### src/hdl/swm_pkg.sv
package swm_pkg;

    // default sizes
    localparam int DEF_MAX_WINDOW  = 64;
    localparam int DEF_SAMPLE_BITS = 32;

    // window length register
    localparam int               CFG_W         = 7;
    localparam logic [CFG_W-1:0] CFG_LEN_RESET = 7'd3;

    // cells per group in the first level of the median pick
    localparam int SEL_GRP = 8;

    // link handed from one cell to the next one up
    typedef struct packed {
        logic le;         // this cell's kept entry is <= the new sample
        logic past_drop;  // the dropped entry sits at or below this cell
    } t_link;

endpackage

### src/hdl/swm_cell.sv
module swm_cell #(
    parameter int VAL_W = 32,
    parameter int AGE_W = 6,
    parameter int LEN_W = 7,
    parameter int IDX   = 0
) (
    input  logic                      i_clk,
    input  logic                      i_en,
    input  logic                      i_full,
    input  logic                      i_none_found,
    input  logic [LEN_W-1:0]          i_fill_eff,
    input  logic [LEN_W-1:0]          i_fill_m1,
    input  logic [LEN_W-1:0]          i_keep,
    input  logic [LEN_W-1:0]          i_len_m1,
    input  logic signed [VAL_W-1:0]   i_sample,
    input  swm_pkg::t_link            i_link,
    input  logic signed [VAL_W-1:0]   i_lo_cval,
    input  logic [AGE_W-1:0]          i_lo_cage,
    input  logic signed [VAL_W-1:0]   i_up_val,
    input  logic [AGE_W-1:0]          i_up_age,
    output swm_pkg::t_link            o_link,
    output logic signed [VAL_W-1:0]   o_cval,
    output logic [AGE_W-1:0]          o_cage,
    output logic signed [VAL_W-1:0]   o_val,
    output logic [AGE_W-1:0]          o_age,
    output logic                      o_match
);
    import swm_pkg::*;

    localparam logic [LEN_W-1:0] MY_IDX = LEN_W'(IDX);

    logic signed [VAL_W-1:0] r_val, n_val;
    logic [AGE_W-1:0]        r_age, n_age;
    logic                    drop, pd, le;

    // oldest entry lives here when the window is full
    assign o_match = i_full && (MY_IDX < i_fill_eff) && (LEN_W'(r_age) == i_len_m1);
    assign drop    = o_match || (i_full && i_none_found && (MY_IDX == i_fill_m1));
    assign pd      = i_link.past_drop | drop;

    // entry after removing the oldest one, aged by one
    assign o_cval = pd ? i_up_val : r_val;
    assign o_cage = (pd ? i_up_age : r_age) + AGE_W'(1);

    // new sample goes after every kept entry that is <= it
    assign le     = (MY_IDX < i_keep) && (o_cval <= i_sample);
    assign o_link = '{le: le, past_drop: pd};

    always_comb begin
        if (le) begin
            n_val = o_cval;
            n_age = o_cage;
        end else if (i_link.le) begin
            n_val = i_sample;
            n_age = '0;
        end else begin
            n_val = i_lo_cval;
            n_age = i_lo_cage;
        end
    end

    always_ff @(posedge i_clk) begin
        if (i_en) begin
            r_val <= n_val;
            r_age <= n_age;
        end
    end

    assign o_val = r_val;
    assign o_age = r_age;

endmodule

### config.mk
export PLATFORM = sky130hd
export DESIGN_NAME = swm_cell
export DESIGN_NICKNAME = d
export VERILOG_FILES = /design/src/hdl/swm_pkg.sv /design/src/hdl/swm_cell.sv
export SDC_FILE = /design/constraint.sdc
export NUM_CORES = 1
export LEC_CHECK = 0
export ABC_AREA = 1
export BUFFER_PORTS_ARGS = -buffer_cell sky130_fd_sc_hd__buf_2
export CORE_ASPECT_RATIO = 0.8
export CORE_MARGIN = 1.5
export CORE_UTILIZATION = 35
export DETAILED_ROUTE_END_ITERATION = 12
export PLACE_DENSITY = 0.76
export SLEW_MARGIN = 0
export SYNTH_ARGS = -nofsm -noshare
export SYNTH_HDL_FRONTEND = slang
export SYNTH_SLANG_ARGS = --single-unit
### constraint.sdc
create_clock -name i_clk -period 3.5 [get_ports i_clk]
set_input_delay 0.35 -clock i_clk [delete_from_list [all_inputs] [get_ports i_clk]]
set_output_delay 0.35 -clock i_clk [all_outputs]
set_load 0.02 [all_outputs]
==> flow_metrics.tcl <==
set metrics [dict create \
    max_freq_mhz 289.5 \
    path_clk_slew_ns 0.05 \
    mappedNetlistNets 643 \
    holdCritStartpoint "i_lo_cage[5]" \
    final-max-slew-violation-count 0 \
    swShare_pct 40.62 \
    busiest_layer "met2" \
    grt_start_max_net_pins 65 \
    clock_skew_ns 0.007650 \
    p_leak_nw 2.881 \
    antennaDiodeCount 0 \
    hold_violations 0 \
    grt-ovfl-total 0 \
    core_area_um2 10200 \
    cts_buffers 5 \
    post-route-period-util_pct 98.69 \
    portBuffers 220 \
    hold_class "input pin to register" \
    path_cells "inv_1 -> nand2_1 -> nand2_1 -> nand2_1 -> nor2_2 -> nand3_4 -> nand2_8 -> buf_12 -> mux2_4 -> ha_4 -> a21oi_2 -> o21a_1 -> nand2_2 -> a21oi_2 -> nand2_1 -> nand2_1 -> nand3_2 -> nand2_4 -> clkinv_4 -> buf_6" \
    power_per_cell_area_nw_per_um2 430.2 \
    yosysSeqAreaShare_pct 31.32 \
    max-vdd-ir-drop_mv 0.2224 \
    p_int_mw 1.447 \
    power_frac_comb_pct 53.6 \
    syn_area_per_cell_um2 7.785 \
    worstMarginPinSlew_ns 1.023 \
    die_w_um 117.1 \
    drcViolationCount 0 \
    h-tree-depth 2 \
    start_util_pct 35.73 \
    slew_headroom_pct 31.81 \
    place_congestion 0.7925 \
    critical-path-slowest-cell "edfxtp_1" \
    ant_nets 0 \
    yosys.cell_types.count 37 \
    startpoint "o_age[5]$_DFFE_PP_" \
    layout.cells.non_filler 837 \
    end_kind "output port" \
    clk_latency_ns 0.28 \
    die_h_um 94.26 \
    drive_above_1_share_pct 51.08 \
    worstPathArrival_ns 3.10 \
    path_common_cell "nand2_1" \
    rr_startpoint "o_age[5]$_DFFE_PP_" \
    syn_inst 468 \
    nFillCells 923 \
    setup_viol 0 \
    cp.required_ns 3.15 \
    final_nets 872 \
    rsz0062_at_grt "true" \
    vias 3900 \
    cts_tree "built" \
    worstSetupStartpointType "register" \
    dp_hpwl_mm 8.300 \
    status "completed" \
    holdWs_ns 0.3782 \
    final_core_util_pct 55.54 \
    dp_cells 816 \
    tns_ns 0 \
    power_frac_clock_pct 17.8 \
    io_pins 221 \
    clock-sinks 38 \
    first_global_vias 3369 \
    use_met1_pct 23.87 \
    wl_mm 11.44 \
    fin_crit_ns 3.454 \
    drtIter0Drc 204 \
    syn_area_um2 3643 \
    rows 33 \
    die_area_um2 11040 \
    antenna_found_initial 0 \
    ys_warn_count 0 \
    cpPeakStageDelay_ns 0.41 \
    grt_pass1_wl_mm 15.97 \
    wire_per_inst_um 13.67 \
    power_frac_seq_pct 28.6 \
    dr.pass1.iters 4 \
    area_growth_pct 55.46 \
    root_buffer "clkbuf_16" \
    grtUsageTotal_pct 18.94 \
    cts_hold_buffers 0 \
    cap_violations 0 \
    crit_fanout 8 \
    power.switching_mw 0.9898 \
    cts_buffer_depth 2 \
    via_per_inst 4.659 \
    path_class "register to output port" \
    use_met3_pct 3.097 \
    ys_ff_latch 38 \
    grt_util_met2_pct 34.06 \
]
-- final cells by class --
class / count / area [um^2] / share of cell area (%)
Clock buffer: 5 / 125.1 / 2.209
Clock inverter: 2 / 10.01 / 0.1767
Inverter: 57 / 219.0 / 3.866
Multi-Input combinational cell: 353 / 2616 / 46.19
Sequential cell: 38 / 1141 / 20.15
Tap cell: 140 / 175.2 / 3.093
Timing Repair Buffer: 242 / 1378 / 24.32
-- registers in the layout, indices dropped and copies added, names as in the netlist --
name	cells
o_val	32
o_age	6
-- per-stage QoR --
step / setup slack (ns) / power (mW) / cell area (um^2)
final: 0.04577 / 2.437 / 5664
after detailed placement: 0.08335 / 1.840 / 4969
after global routing: -0.1237 / 2.617 / 5664
after CTS: 0.0003559 / 2.333 / 5284
after global placement: 0.1590 / 1.825 / 4969
after floorplan: 0.009882 / 1.476 / 3730
-- placed cells by master, fill, tap and decap left out, types with 6 or more instances in the layout --
cell and instances:
buf_2 219, inv_1 53, a21oi_2 8, o21ai_2 6, mux2_4 27, a21oi_1 6, ha_1 11, nand3_1 15
nor2_1 14, nand2_2 15, buf_4 14, clkbuf_16 7, o21ai_0 51, o21ai_1 11, nand2_1 128, edfxtp_1 38
ha_4 20
-- worst max-delay path, delay by kind of cell (launching register included) --
kind                       cells  cell delay, ns
and+or+nand+nor               11            0.92
AOI/OAI and AO/OA              3            0.46
buffers and inverters          4            0.44
DFF                            1            0.41
muxes                          1            0.33
adders and majority gates      1            0.26
-- kinds of logic after synthesis --
logic type,after synthesis,synth area share [%]
xor gates and xnor gates,2,0.6870
muxes,31,9.581
DFF,38,31.32
and+or+nand+nor,200,24.35
AOI/OAI and AO/OA,87,12.95
buffers and inverters,77,9.787
adders and majority gates,33,11.33
-- power by group through the flow --
| stage | clock network [mW] | logic (mW) | registers, mW |
|---|---|---|---|
| floorplan | 0 | 0.666 | 0.810 |
| global placement | 0 | 1.12 | 0.701 |
| detailed placement | 0 | 1.14 | 0.702 |
| CTS | 0.448 | 1.19 | 0.695 |
| global route | 0.464 | 1.45 | 0.707 |
| finish | 0.434 | 1.31 | 0.696 |
-- path summary, 6_finish.rpt --
path | endpoint | slack (ns) | cells after the start
max | o_link[1] | 0.05 | 20
min | o_age[5]$_DFFE_PP_ | 0.38 | 3
max reg2reg | o_val[19]$_DFFE_PP_ | 0.10 | 23
min reg2reg | o_val[27]$_DFFE_PP_ | 0.71 | 3
-- cells in the mapped netlist (all sizes together) --
cell type | n | area share [%]
clkbuf | 7 | 0.72
xor2 | 1 | 0.24
o21bai | 1 | 0.21
o21a | 2 | 0.41
a21o | 1 | 0.21
ha | 33 | 11
nand2 | 149 | 17
o21ai | 69 | 10
mux2 | 31 | 9.6
nand4 | 2 | 0.34
nor4 | 1 | 0.17
and2 | 2 | 0.34
nand3b | 1 | 0.21
inv | 57 | 5.9
nor2 | 23 | 2.8
nor3 | 3 | 0.41
nand3 | 19 | 3.4
xnor2 | 1 | 0.45
buf | 13 | 3.1
a21oi | 14 | 1.9
edfxtp | 38 | 31
-- repair_timing --
action / in CTS / in global routing
endpoints found under the setup margin: 1 / 39
resized for setup: 13 / 63
buffers inserted: 7 / 7
pin swaps: 6 / 24
gates cloned: 2 / 2
-- metal layers --
layer / share of wire (%) / vias up
met5: 0 / -
met4: 0.96 / 0
met3: 6.3 / 9
met2: 49 / 165
met1: 44 / 1711
li1: - / 2015
Power figures use the tool's default switching activity.
